<file path="src/design/kbsq_pkg.sv">
`timescale 1ns / 1ps
`default_nettype none

package kbsq_pkg;

    localparam int FIFO_DEPTH_DEF = 256;
    localparam int KEY_SLOTS      = 128;
    localparam int KEY_W          = 7;
    localparam int SCAN_W         = 8;
    localparam int CNT_OUT_W      = 8;

    localparam logic [KEY_W-1:0] SC_LSHIFT = 7'h2A;
    localparam logic [KEY_W-1:0] SC_RSHIFT = 7'h36;
    localparam logic [KEY_W-1:0] SC_LCTRL  = 7'h1D;
    localparam logic [KEY_W-1:0] SC_KEY_A  = 7'h1E;
    localparam logic [KEY_W-1:0] CTRL_A    = 7'h01;

    localparam logic REQ_SCAN = 1'b0;
    localparam logic REQ_POP  = 1'b1;

    // controller to datapath commands
    typedef struct packed {
        logic exec;    // run the accepted item
        logic finish;  // load result registers
    } t_cmd;

    function automatic logic [KEY_W-1:0] normal_char(input logic [KEY_W-1:0] key);
        logic [KEY_W-1:0] c;
        unique case (key)
            7'h02: c = 7'h31;  7'h03: c = 7'h32;  7'h04: c = 7'h33;  7'h05: c = 7'h34;
            7'h06: c = 7'h35;  7'h07: c = 7'h36;  7'h08: c = 7'h37;  7'h09: c = 7'h38;
            7'h0A: c = 7'h39;  7'h0B: c = 7'h30;  7'h0C: c = 7'h2D;  7'h0D: c = 7'h3D;
            7'h0E: c = 7'h08;
            7'h10: c = 7'h71;  7'h11: c = 7'h77;  7'h12: c = 7'h65;  7'h13: c = 7'h72;
            7'h14: c = 7'h74;  7'h15: c = 7'h79;  7'h16: c = 7'h75;  7'h17: c = 7'h69;
            7'h18: c = 7'h6F;  7'h19: c = 7'h70;  7'h1A: c = 7'h5B;  7'h1B: c = 7'h5D;
            7'h1C: c = 7'h0A;
            7'h1E: c = 7'h61;  7'h1F: c = 7'h73;  7'h20: c = 7'h64;  7'h21: c = 7'h66;
            7'h22: c = 7'h67;  7'h23: c = 7'h68;  7'h24: c = 7'h6A;  7'h25: c = 7'h6B;
            7'h26: c = 7'h6C;  7'h27: c = 7'h3B;  7'h28: c = 7'h27;  7'h2B: c = 7'h5C;
            7'h2C: c = 7'h7A;  7'h2D: c = 7'h78;  7'h2E: c = 7'h63;  7'h2F: c = 7'h76;
            7'h30: c = 7'h62;  7'h31: c = 7'h6E;  7'h32: c = 7'h6D;  7'h33: c = 7'h2C;
            7'h34: c = 7'h2E;  7'h35: c = 7'h2F;
            default: c = '0;
        endcase
        return c;
    endfunction

    function automatic logic [KEY_W-1:0] shift_char(input logic [KEY_W-1:0] key);
        logic [KEY_W-1:0] c;
        unique case (key)
            7'h02: c = 7'h21;  7'h03: c = 7'h40;  7'h04: c = 7'h23;  7'h05: c = 7'h24;
            7'h06: c = 7'h25;  7'h07: c = 7'h5E;  7'h08: c = 7'h26;  7'h09: c = 7'h2A;
            7'h0A: c = 7'h28;  7'h0B: c = 7'h29;  7'h0C: c = 7'h5F;  7'h0D: c = 7'h2B;
            7'h0E: c = 7'h08;
            7'h10: c = 7'h51;  7'h11: c = 7'h57;  7'h12: c = 7'h45;  7'h13: c = 7'h52;
            7'h14: c = 7'h54;  7'h15: c = 7'h59;  7'h16: c = 7'h55;  7'h17: c = 7'h49;
            7'h18: c = 7'h4F;  7'h19: c = 7'h50;  7'h1A: c = 7'h7B;  7'h1B: c = 7'h7D;
            7'h1C: c = 7'h0A;
            7'h1E: c = 7'h41;  7'h1F: c = 7'h53;  7'h20: c = 7'h44;  7'h21: c = 7'h46;
            7'h22: c = 7'h47;  7'h23: c = 7'h48;  7'h24: c = 7'h4A;  7'h25: c = 7'h4B;
            7'h26: c = 7'h4C;  7'h27: c = 7'h3A;  7'h28: c = 7'h22;  7'h2B: c = 7'h7C;
            7'h2C: c = 7'h5A;  7'h2D: c = 7'h58;  7'h2E: c = 7'h43;  7'h2F: c = 7'h56;
            7'h30: c = 7'h42;  7'h31: c = 7'h4E;  7'h32: c = 7'h4D;  7'h33: c = 7'h3C;
            7'h34: c = 7'h3E;  7'h35: c = 7'h3F;
            default: c = '0;
        endcase
        return c;
    endfunction

    // ctrl wins over shift; only 'a' has a ctrl character
    function automatic logic [KEY_W-1:0] key_to_ascii(input logic [KEY_W-1:0] key,
                                                      input logic shift,
                                                      input logic ctrl);
        logic [KEY_W-1:0] c;
        if (ctrl) begin
            c = (key == SC_KEY_A) ? CTRL_A : '0;
        end else if (shift) begin
            c = shift_char(key);
        end else begin
            c = normal_char(key);
        end
        return c;
    endfunction

endpackage

`default_nettype wire

</file>
<file path="src/design/kbsq_ctrl.sv">
`timescale 1ns / 1ps
`default_nettype none

module kbsq_ctrl (
    input  wire logic          i_clk,
    input  wire logic          i_rst_n,
    input  wire logic          start,
    output kbsq_pkg::t_cmd     o_cmd,
    output logic               busy,
    output logic               o_strobe
);
    import kbsq_pkg::*;

    typedef enum logic [2:0] {
        S_IDLE = 3'b001,
        S_LOOK = 3'b010,
        S_SHOW = 3'b100
    } t_state;

    t_state r_state;
    t_state n_state;

    logic w_accept;

    // FIFO read data is registered, so the lookup waits in S_LOOK
    assign busy      = (r_state == S_LOOK);
    assign w_accept  = start && !busy;
    assign o_strobe  = (r_state == S_SHOW);

    assign o_cmd.exec   = w_accept;
    assign o_cmd.finish = (r_state == S_LOOK);

    always_comb begin
        n_state = r_state;
        unique case (r_state)
            S_IDLE:  n_state = w_accept ? S_LOOK : S_IDLE;
            S_LOOK:  n_state = S_SHOW;
            S_SHOW:  n_state = w_accept ? S_LOOK : S_IDLE;
            default: n_state = S_IDLE;
        endcase
    end

    always_ff @(posedge i_clk) begin
        if (!i_rst_n) begin
            r_state <= S_IDLE;
        end else begin
            r_state <= n_state;
        end
    end

    a_show_after_look: assert property (@(posedge i_clk) disable iff (!i_rst_n)
        o_strobe |-> $past(r_state == S_LOOK))
        else $error("result strobe without lookup");

    a_accept_to_look: assert property (@(posedge i_clk) disable iff (!i_rst_n)
        (i_rst_n && w_accept) |=> (r_state == S_LOOK))
        else $error("accepted item did not start lookup");

    a_strobe_single: assert property (@(posedge i_clk) disable iff (!i_rst_n)
        o_strobe |=> !o_strobe)
        else $error("strobe longer than one cycle");

endmodule

`default_nettype wire

</file>
<file path="src/design/kbsq_dpath.sv">
`timescale 1ns / 1ps
`default_nettype none

module kbsq_dpath #(
    parameter int FIFO_DEPTH = kbsq_pkg::FIFO_DEPTH_DEF
) (
    input  wire logic                              i_clk,
    input  wire logic                              i_rst_n,
    input  wire kbsq_pkg::t_cmd                    i_cmd,
    input  wire logic                              i_req_type,
    input  wire logic [kbsq_pkg::SCAN_W-1:0]       i_scan_byte,
    output logic                                   o_pop_valid,
    output logic [kbsq_pkg::KEY_W-1:0]             o_key_code,
    output logic [kbsq_pkg::KEY_W-1:0]             o_char_code,
    output logic                                   o_shift_down,
    output logic                                   o_ctrl_down,
    output logic                                   o_push_dropped,
    output logic [kbsq_pkg::CNT_OUT_W-1:0]         o_queued_count
);
    import kbsq_pkg::*;

    localparam int AW = $clog2(FIFO_DEPTH);
    localparam logic [AW-1:0] LAST_PTR = AW'(FIFO_DEPTH - 1);
    localparam int XW = AW + CNT_OUT_W;

    logic [KEY_W-1:0] r_mem [FIFO_DEPTH];
    logic [KEY_SLOTS-1:0] r_map;
    logic [AW-1:0] r_wptr;
    logic [AW-1:0] r_rptr;
    logic [AW-1:0] r_count;
    logic [KEY_W-1:0] r_rd_data;
    logic r_pop_hit;
    logic r_drop;

    logic [KEY_W-1:0] w_key;
    logic w_full;
    logic w_empty;
    logic w_push_ok;
    logic w_pop_ok;
    logic w_shift;
    logic w_ctrl;
    logic [XW-1:0] w_cnt_ext;

    assign w_key     = i_scan_byte[KEY_W-1:0];
    assign w_full    = (r_count == LAST_PTR);
    assign w_empty   = (r_count == '0);
    assign w_push_ok = i_cmd.exec && (i_req_type == REQ_SCAN) && !w_full;
    assign w_pop_ok  = i_cmd.exec && (i_req_type == REQ_POP) && !w_empty;
    assign w_shift   = r_map[SC_LSHIFT] || r_map[SC_RSHIFT];
    assign w_ctrl    = r_map[SC_LCTRL];
    assign w_cnt_ext = {{CNT_OUT_W{1'b0}}, r_count};

    always_ff @(posedge i_clk) begin
        if (w_push_ok) begin
            r_mem[r_wptr] <= w_key;
        end
        if (w_pop_ok) begin
            r_rd_data <= r_mem[r_rptr];
        end
    end

    always_ff @(posedge i_clk) begin
        if (!i_rst_n) begin
            r_map     <= '0;
            r_wptr    <= '0;
            r_rptr    <= '0;
            r_count   <= '0;
            r_pop_hit <= 1'b0;
            r_drop    <= 1'b0;
        end else if (i_cmd.exec) begin
            r_pop_hit <= w_pop_ok;
            r_drop    <= (i_req_type == REQ_SCAN) && w_full;
            if (i_req_type == REQ_SCAN) begin
                // bitmap tracks the key even when the queue is full
                r_map[w_key] <= ~i_scan_byte[SCAN_W-1];
            end
            if (w_push_ok) begin
                r_wptr  <= (r_wptr == LAST_PTR) ? '0 : r_wptr + 1'b1;
                r_count <= r_count + 1'b1;
            end
            if (w_pop_ok) begin
                r_rptr  <= (r_rptr == LAST_PTR) ? '0 : r_rptr + 1'b1;
                r_count <= r_count - 1'b1;
            end
        end
    end

    always_ff @(posedge i_clk) begin
        if (i_cmd.finish) begin
            o_pop_valid    <= r_pop_hit;
            o_key_code     <= r_pop_hit ? r_rd_data : '0;
            o_char_code    <= r_pop_hit ? key_to_ascii(r_rd_data, w_shift, w_ctrl) : '0;
            o_shift_down   <= w_shift;
            o_ctrl_down    <= w_ctrl;
            o_push_dropped <= r_drop;
            o_queued_count <= (w_cnt_ext > XW'(255)) ? {CNT_OUT_W{1'b1}}
                                                     : w_cnt_ext[CNT_OUT_W-1:0];
        end
    end

    a_count_bound: assert property (@(posedge i_clk) disable iff (!i_rst_n)
        r_count <= LAST_PTR)
        else $error("queue count above capacity");

    a_push_counts: assert property (@(posedge i_clk) disable iff (!i_rst_n)
        (i_rst_n && w_push_ok) |=> (r_count == $past(r_count) + 1'b1))
        else $error("push did not raise count");

    a_drop_only_full: assert property (@(posedge i_clk) disable iff (!i_rst_n)
        (i_rst_n && i_cmd.exec && !w_full) |=> !r_drop)
        else $error("item dropped while queue had room");

endmodule

`default_nettype wire

</file>
<file path="src/design/keyboard_scancode_queue_translator.sv">
// An item accepted at a clock edge passes through the S_LOOK and S_SHOW states; its
// result is on the outputs in S_SHOW, with o_strobe high for one cycle, and cannot
// be stalled. No new item is accepted while busy, which is high while the registered
// queue memory read feeds the ASCII lookup, but one is accepted while a result shows.
// Reset (i_rst_n low at a clock edge) clears the key bitmap, queue pointers and count;
// queue memory contents are not cleared.
`timescale 1ns / 1ps
`default_nettype none

module keyboard_scancode_queue_translator #(
    parameter int FIFO_DEPTH = kbsq_pkg::FIFO_DEPTH_DEF
) (
    input  wire logic                              i_clk,
    input  wire logic                              i_rst_n,
    input  wire logic                              start,
    output logic                                   busy,
    input  wire logic                              i_req_type,
    input  wire logic [kbsq_pkg::SCAN_W-1:0]       i_scan_byte,
    output logic                                   o_strobe,
    output logic                                   o_pop_valid,
    output logic [kbsq_pkg::KEY_W-1:0]             o_key_code,
    output logic [kbsq_pkg::KEY_W-1:0]             o_char_code,
    output logic                                   o_shift_down,
    output logic                                   o_ctrl_down,
    output logic                                   o_push_dropped,
    output logic [kbsq_pkg::CNT_OUT_W-1:0]         o_queued_count
);
    import kbsq_pkg::*;

    t_cmd w_cmd;

    kbsq_ctrl u_ctrl (
        .i_clk    (i_clk),
        .i_rst_n  (i_rst_n),
        .start    (start),
        .o_cmd    (w_cmd),
        .busy     (busy),
        .o_strobe (o_strobe)
    );

    kbsq_dpath #(
        .FIFO_DEPTH (FIFO_DEPTH)
    ) u_dpath (
        .i_clk          (i_clk),
        .i_rst_n        (i_rst_n),
        .i_cmd          (w_cmd),
        .i_req_type     (i_req_type),
        .i_scan_byte    (i_scan_byte),
        .o_pop_valid    (o_pop_valid),
        .o_key_code     (o_key_code),
        .o_char_code    (o_char_code),
        .o_shift_down   (o_shift_down),
        .o_ctrl_down    (o_ctrl_down),
        .o_push_dropped (o_push_dropped),
        .o_queued_count (o_queued_count)
    );

endmodule

`default_nettype wire
</file>
<file path="config.mk">
export PLATFORM = sky130hd
export DESIGN_NAME = keyboard_scancode_queue_translator
export DESIGN_NICKNAME = d
export VERILOG_FILES = /design/src/design/kbsq_pkg.sv /design/src/design/kbsq_ctrl.sv /design/src/design/kbsq_dpath.sv /design/src/design/keyboard_scancode_queue_translator.sv
export SDC_FILE = /design/constraint.sdc
export NUM_CORES = 2
export LEC_CHECK = 0
export BUFFER_PORTS_ARGS = -buffer_cell sky130_fd_sc_hd__buf_4
export CAP_MARGIN = 20
export CELL_PAD_IN_SITES_DETAIL_PLACEMENT = 0
export CELL_PAD_IN_SITES_GLOBAL_PLACEMENT = 1
export CORE_ASPECT_RATIO = 0.5
export CORE_MARGIN = 4
export CORE_UTILIZATION = 31
export DETAILED_ROUTE_END_ITERATION = 16
export PLACE_DENSITY = 0.48
export REMOVE_ABC_BUFFERS = 1
export SLEW_MARGIN = 5
export SYNTH_ARGS = -nofsm -noshare
export SYNTH_HDL_FRONTEND = slang
export SYNTH_SLANG_ARGS = --single-unit
</file>
<file path="constraint.sdc">
create_clock -name i_clk -period 4.8 [get_ports i_clk]
set_input_delay 0.24 -clock i_clk [delete_from_list [all_inputs] [get_ports i_clk]]
set_output_delay 0.24 -clock i_clk [all_outputs]
set_load 0.01 [all_outputs]
</file>
* Word-level counts from Yosys, hierarchy flattened
Memory sizes are Yosys's and may differ from the RTL's. A register that Yosys moved wholly into a read port is not among the register bits.
Index checks and enable logic that the tools add are counted.
Widths: inputs -> output; s select.
** Cells by class
- Magnitude comparators :: 3
- Equal/unequal tests :: 7
- Reductions and logical operators :: 18
- Bitwise gates (word level) :: 2
- Mux-type cells :: 16
- $add $sub $neg :: 4
** Operators with widths (count)
- $bwmux 128 :: 1
- $mux 8 :: 4
- $mux 7 :: 4
- $add 8x1->8 const B :: 3
- $eq 8x8->1 const B :: 3
- $gt 8x8->1 const B :: 1
- $logic_not 8->1 :: 1
- $lt 7x8->1 const B :: 1
- $reduce_and 2->1 :: 4
- $sub 8x1->8 const B :: 1
- $demux 1 s7 :: 1
- $eq 7x5->1 const B :: 1
- $ge 7x1->1 const B :: 1
- $logic_and 1x1->1 :: 7
- $pmux 3 s2 :: 1
- $mux 1 :: 4
- $eq 3x1->1 const B :: 1
- $eq 3x2->1 const B :: 1
- $eq 3x3->1 const B :: 1
- $logic_not 1->1 :: 3
- $mux 2 :: 1
- $not 1->1 :: 2
- $reduce_bool 2->1 :: 1
- $reduce_or 2->1 :: 1
- $logic_or 1x1->1 :: 1
** Storage, ports and cells
- Memory bits (read-only) :: 896
- Memories kept :: 3
- Word-level logic and storage cells :: 67
- Memory bits (writable) :: 1792
- Output and inout bits :: 28
- Input port bits :: 12
- Register bits :: 183
** Memories
- u_dpath.r_mem :: depth 256, width 7, read ports 1, clocked after memory_dff 1, wr ports 1, RTL line kbsq_dpath.sv:26 : logic [KEY_W-1:0] r_mem [FIFO_DEPTH];
- (name not given) :: depth 64, width 7, read ports 1, clocked after memory_dff 0, wr ports 0, RTL line kbsq_pkg.sv:51 : unique case (key)
- (name not given) :: depth 64, width 7, read ports 1, clocked after memory_dff 0, wr ports 0, RTL line kbsq_pkg.sv:29 : unique case (key)

* Longest topological paths before layout
- Word-level depth :: 7
- Depth in mapped cells :: 13
- Depth with buffers taken out :: 12

* Cells and area by module
From an unflattened synthesis, not the netlist that was laid out.
** Unflattened totals
- Cells, all modules :: 3765
- Area, all modules :: 73608.1 µm²
** Modules (own cells, without submodules)
- kbsq_dpath :: seq. area each 55383.1 µm², times used 1, cells each 3752, area each 73465.5 µm²
- kbsq_ctrl :: seq. area each 60.1 µm², times used 1, cells each 13, area each 142.6 µm²

* Worst setup path before layout
OpenSTA, ideal clock, no wires.
- Path kind :: register -> register
- From :: register u_ctrl.r_state[2]
- To :: register u_dpath.r_count[7]
- Arrival time :: 4.721 ns
- Path slack :: -0.027 ns
- Library setup time :: 0.106 ns
- Period minus slack after synthesis :: 4.827 ns
- Cell stages (with the launch flop) :: 13
- Path buffers :: 0
- Required time :: 4.694 ns
- Cells stage by stage :: dfxtp_1 > nor3b_1 > nor2b_1 > nand3_1 > inv_1 > ha_1 > a21o_1 > a21oi_1 > o21bai_1 > a21oi_1 > o21ai_0 > or3_1 > o311ai_0
** On the way
- Word-level cells in the longest chain between the ends :: 7
- Elaborated cells on any way between the ends :: 10
- Classes of those cells :: eq/ne: 1; mux: 1; reduce/logical: 8
** RTL lines
- start: declaration :: RTL line kbsq_ctrl.sv:20 : t_state r_state;
- start signal: assignment :: RTL line kbsq_ctrl.sv:47 : r_state <= n_state;
- $eq 3x2->1 (*) :: RTL line kbsq_ctrl.sv:26 : assign busy = (r_state == S_LOOK);
- named net busy :: RTL line keyboard_scancode_queue_translator.sv:16 : output logic busy,
- $logic_not 1->1 (*) :: RTL line kbsq_ctrl.sv:27 : assign w_accept = start && !busy;
- $logic_and 1x1->1 (*) :: RTL line kbsq_ctrl.sv:27
- $logic_and 1x1->1 (*) (2 in a row) :: RTL line kbsq_dpath.sv:48 : assign w_pop_ok = i_cmd.exec && (i_req_type == REQ_POP) && !w_empty;
- named net u_dpath.w_pop_ok :: RTL line kbsq_dpath.sv:39 : logic w_pop_ok;
- $reduce_bool 2->1 (no line)
- $reduce_and 2->1 (no line)
- end signal: assignment :: RTL line kbsq_dpath.sv:79 : r_count <= r_count + 1'b1;
- end signal: assignment :: RTL line kbsq_dpath.sv:83 : r_count <= r_count - 1'b1;
- end: declaration :: RTL line kbsq_dpath.sv:30 : logic [AW-1:0] r_count;
Mark *: on every way through the listed nets, which the timed path passes. The rest lies on a longest branch.
A chain may end at the register's enable or synchronous reset.

==> load_flow_metrics.sql <==
INSERT INTO impl_metrics (metric_group, metric, value, unit) VALUES
('pwr', 'max-vdd-ir-drop', '0.000304', 'V'),
('cts', 'tritoncts.num_buffers', '186', ''),
('timing', 'finalSetupViolations', '0', ''),
('min_path', 'worstHoldPathType', 'in2reg', ''),
('cts', 'root_buffer', 'sky130_fd_sc_hd__clkbuf_16', ''),
('timing', 'grt_setup_unrepaired', 'false', ''),
('layout', 'nets', '4055', ''),
('timing', 'max_freq', '261', 'MHz'),
('worst_setup_path', 'arrival', '4520', 'ps'),
('timing', 'worst_slew_margin_rel', '27.4', '%'),
('worst_setup_path', 'setup.worst_path.class', 'reg2reg', ''),
('grt', 'grt_first_pass_wirelength', '303000', 'um'),
('routing', 'via_per_inst', '5.20', ''),
('grt', 'grt_max_degree', '163', ''),
('synth', 'yosysWarnings', '0', ''),
('placed_design', 'hpwl', '132000', 'um'),
('pwr', 'static-leakage-power', '25.5', 'nW'),
('cts', 'ctsHtreeMaxLevel', '4', ''),
('layout', 'areaGrowthSynthToFinish', '14.9', '%'),
('timing', 'timing.clock.skew', '39.1', 'ps'),
('layout', 'layout.filler_cells', '21521', ''),
('cts', 'cts_sinks', '1857', ''),
('grt', 'antenna_violations_before_repair', '21', ''),
('worst_setup_path', 'end_kind', 'register', ''),
('routing', 'drt.antenna.violating_nets', '0', ''),
('cts', 'clock_tree_from_tritoncts', 'done', ''),
('worst_setup_path', 'cp_data_required_time', '5490', 'ps'),
('placed_design', 'io_buf_count', '39', ''),
('synth', 'synth-seq-cells', '1857', ''),
('routing', 'drt_pre_antenna_iters', '5', ''),
('routing', 'dr.first_iter.drc_count', '3606', ''),
('cts', 'clock_tree.buffer_depth', '4', ''),
('cts', 'cts.clk_slew.worst_paths', '60', 'ps'),
('synth', 'post_synth.cell_area_avg', '19.4', 'sq um'),
('synth', 'post-synth-top-area-cell', 'sky130_fd_sc_hd__edfxtp_1', ''),
('layout', 'share_of_cells_above_drive_strength_1', '23.6', '%'),
('placed_design', 'dpl-instance-area', '78500', 'sq um'),
('synth', 'synth_top_cell_area_share', '74.7', '%'),
('layout', 'final_cell_mix', '1825 x sky130_fd_sc_hd__edfxtp_1, 368 x sky130_fd_sc_hd__mux4_2, 317 x sky130_fd_sc_hd__nor2_1, 239 x sky130_fd_sc_hd__buf_4, 187 x sky130_fd_sc_hd__clkbuf_16', ''),
('timing', 'drv_slew', '0', ''),
('die', 'floorplan.initialDensity', '31.4', '%'),
('die', 'chipHeight', '352', 'um'),
('layout', 'final_design_area_no_fill', '84300', 'sq um'),
('worst_setup_path', 'critical_path.startpoint_type', 'register', ''),
('routing', 'drc', '0', ''),
('layout', 'final-seq-area', '55500', 'sq um'),
('die', 'die_area', '245000', 'sq um'),
('timing', 'setup-tns-final', '0', 'ps'),
('synth', 'asyncSetResetFlopFracSynth', '0', '%'),
('placed_design', 'finalWeightedCongestion', '0.783', ''),
('grt', 'grt.total_usage', '17.3', '%'),
('synth', 'dominant_register_cell_in_the_synthesized_netlist', 'sky130_fd_sc_hd__edfxtp_1', ''),
('pwr', 'cellPowerDensity', '412', 'nW/um^2'),
('synth', 'post_synth_main_area_contributors', 'sky130_fd_sc_hd__edfxtp_1 75%, sky130_fd_sc_hd__mux4_2 11%, sky130_fd_sc_hd__nor2_1 1.6%, sky130_fd_sc_hd__mux2i_1 1.3%, sky130_fd_sc_hd__mux2_2 1.1%', ''),
('cts', 'cts_post_setup_buffers_inserted', '0', ''),
('layout', 'fin_util', '36.0', '%'),
('worst_setup_path', 'timing.critical_path.fanout_max', '33', ''),
('layout', 'layout_commonest_cell', 'sky130_fd_sc_hd__edfxtp_1', ''),
('die', 'die-width', '696', 'um'),
('timing', 'final_min_period_over_clock_period', '79.8', '%'),
('timing', 'finalWorstPathRequiredPeriod', '3830', 'ps'),
('grt', 'first_global_vias', '38473', ''),
('synth', 'synth_edf_count', '1825', ''),
('die', 'core_area', '234000', 'sq um'),
('synth', 'netlist_instances', '3776', ''),
('job', 'drv.max_cap_violation_count', '0', ''),
('timing', 'hold_viol_final', '0', ''),
('timing', 'finalHoldWorstSlack', '232', 'ps'),
('cts', 'post_cts.resized_instances', '0', ''),
('layout', 'multi_input_comb_area', '16600', 'sq um'),
('routing', 'wire_per_inst', '29.7', 'um'),
('synth', 'synthesis.area', '73400', 'sq um'),
('die', 'ports', '40', ''),
('grt', 'globalRoute.totalOverflow', '0', ''),
('routing', 'detailroute.via_count', '37782', ''),
('cts', 'clk_latency', '840', 'ps'),
('synth', 'synth_cell_types', '73', ''),
('synth', 'synth_sequential_area_ratio', '75.6', '%'),
('die', 'std_cell_rows', '125', ''),
('status', 'run_status', 'finished, final reports clean', ''),
('timing', 'tightestPinTransition', '1090', 'ps'),
('routing', 'wl', '216000', 'um');
## final cells by class
type	instances	share of cell area (%)
sequential	1857	65.8
multi-input combinational	1673	19.7
clock buffer	236	5.78
tap	3111	4.62
timing repair buffer	284	3.03
clock inverter	85	0.941
inverter	17	0.0787
antenna	5	0.0148
## stage by stage
step,instances,setup slack [ps],total power [mW]
6_report,7268,971,34.7
3_5_place_dp,6931,1020,21.0
4_1_cts,7263,1010,35.2
2_1_floorplan,3547,-16950,20.6
5_1_grt,7263,760,36.0
3_3_place_gp,6930,857,21.0
## power breakdown
| group | total [mW] | switching [mW] | leakage [nW] | internal [mW] |
|---|---|---|---|---|
| combinational | 2.69 | 1.56 | 6.08 | 1.13 |
| clock | 14.1 | 6.15 | 2.75 | 7.99 |
| sequential | 17.9 | 0.0770 | 16.7 | 17.8 |
| total | 34.7 | 7.79 | 25.5 | 27.0 |
## cell usage after synthesis (12+ instances only)
cell type and count:
sky130_fd_sc_hd__a2111oi_0 15, sky130_fd_sc_hd__nand3_1 43, sky130_fd_sc_hd__buf_6 33, sky130_fd_sc_hd__o21ai_0 64, sky130_fd_sc_hd__inv_1 16, sky130_fd_sc_hd__a22oi_1 57, sky130_fd_sc_hd__mux4_2 368, sky130_fd_sc_hd__nor2b_1 34
sky130_fd_sc_hd__clkbuf_1 99, sky130_fd_sc_hd__a21oi_1 94, sky130_fd_sc_hd__nand4_1 12, sky130_fd_sc_hd__o221ai_1 34, sky130_fd_sc_hd__mux2_2 71, sky130_fd_sc_hd__nand2_1 159, sky130_fd_sc_hd__o22ai_1 44, sky130_fd_sc_hd__a211oi_1 24
sky130_fd_sc_hd__nor3_1 32, sky130_fd_sc_hd__buf_4 22, sky130_fd_sc_hd__mux2i_1 94, sky130_fd_sc_hd__buf_2 57, sky130_fd_sc_hd__dfxtp_1 32, sky130_fd_sc_hd__nor2_1 319, sky130_fd_sc_hd__ha_1 23, sky130_fd_sc_hd__edfxtp_1 1825
sky130_fd_sc_hd__a22o_1 15, sky130_fd_sc_hd__a221oi_1 29
## worst paths after layout
kind	start	to	slack, ps	cells after the start
worst max register to register	u_dpath.r_rptr[3]$_SDFFE_PN0P_	u_dpath.r_rd_data[0]$_DFFE_PP_	970	8
worst max-delay path	u_dpath.r_rptr[3]$_SDFFE_PN0P_	u_dpath.r_rd_data[0]$_DFFE_PP_	970	8
worst min-delay path	i_scan_byte[7]	u_dpath.r_map[54]$_SDFFE_PN0P_	230	3
worst min register to register	u_dpath.r_drop$_SDFFE_PN0N_	u_dpath.o_push_dropped$_DFFE_PP_	460	0
## sequential cells by signal (all words and copies together) (netlist names)
register and flops:
u_dpath.r_map 3, u_dpath.o_ctrl_down 1, u_dpath.o_key_code 7, u_dpath.o_queued_count 8
u_dpath.o_pop_valid 1, u_dpath.r_mem 1792, u_dpath.o_push_dropped 1, u_dpath.r_rptr 8
u_dpath.o_char_code 7, u_dpath.o_shift_down 1, u_ctrl.r_state 3, u_dpath.r_drop 1
u_dpath.r_count 8, u_dpath.r_rd_data 7, u_dpath.r_pop_hit 1, u_dpath.r_wptr 8
## what timing repair did
| item | in CTS | in global routing |
|---|---|---|
| hold endpoints to repair | 390 | 0 |
| setup endpoints to repair | 0 | 0 |
| hold buffers | 11 | 0 |
## critical path, cell delays in order, from the launching register on
cell,delay (ps)
sky130_fd_sc_hd__dfxtp_4,780
sky130_fd_sc_hd__buf_4,380
sky130_fd_sc_hd__or3b_2,640
sky130_fd_sc_hd__a211oi_1,140
sky130_fd_sc_hd__a2111oi_0,390
sky130_fd_sc_hd__buf_4,190
sky130_fd_sc_hd__nor2_1,80
sky130_fd_sc_hd__a31oi_1,820
sky130_fd_sc_hd__a211o_1,200
## cells by family after synthesis
group                    count (synthesis)  synth area share [%]
flip-flops                            1857                  75.6
multiplexers                           538                  13.8
XOR/XNOR                                17                 0.203
adder cells (fa/ha/maj)                 24                 0.420
buffers and inverters                  246                  1.95
AND/OR/NAND/NOR                        648                  3.84
AO/OA/AOI/OAI                          446                  4.17
## routing by layer
layer / wire length [um] / vias up / global-route usage, %
li1: - / 15982 / -
met2: 98000 / 1231 / 26.4
met5: 85 / - / 0.214
met4: 5000 / 4 / 4.32
met3: 14500 / 289 / 3.95
met1: 98100 / 20276 / 24.9
(Power assumes the default switching activity.)
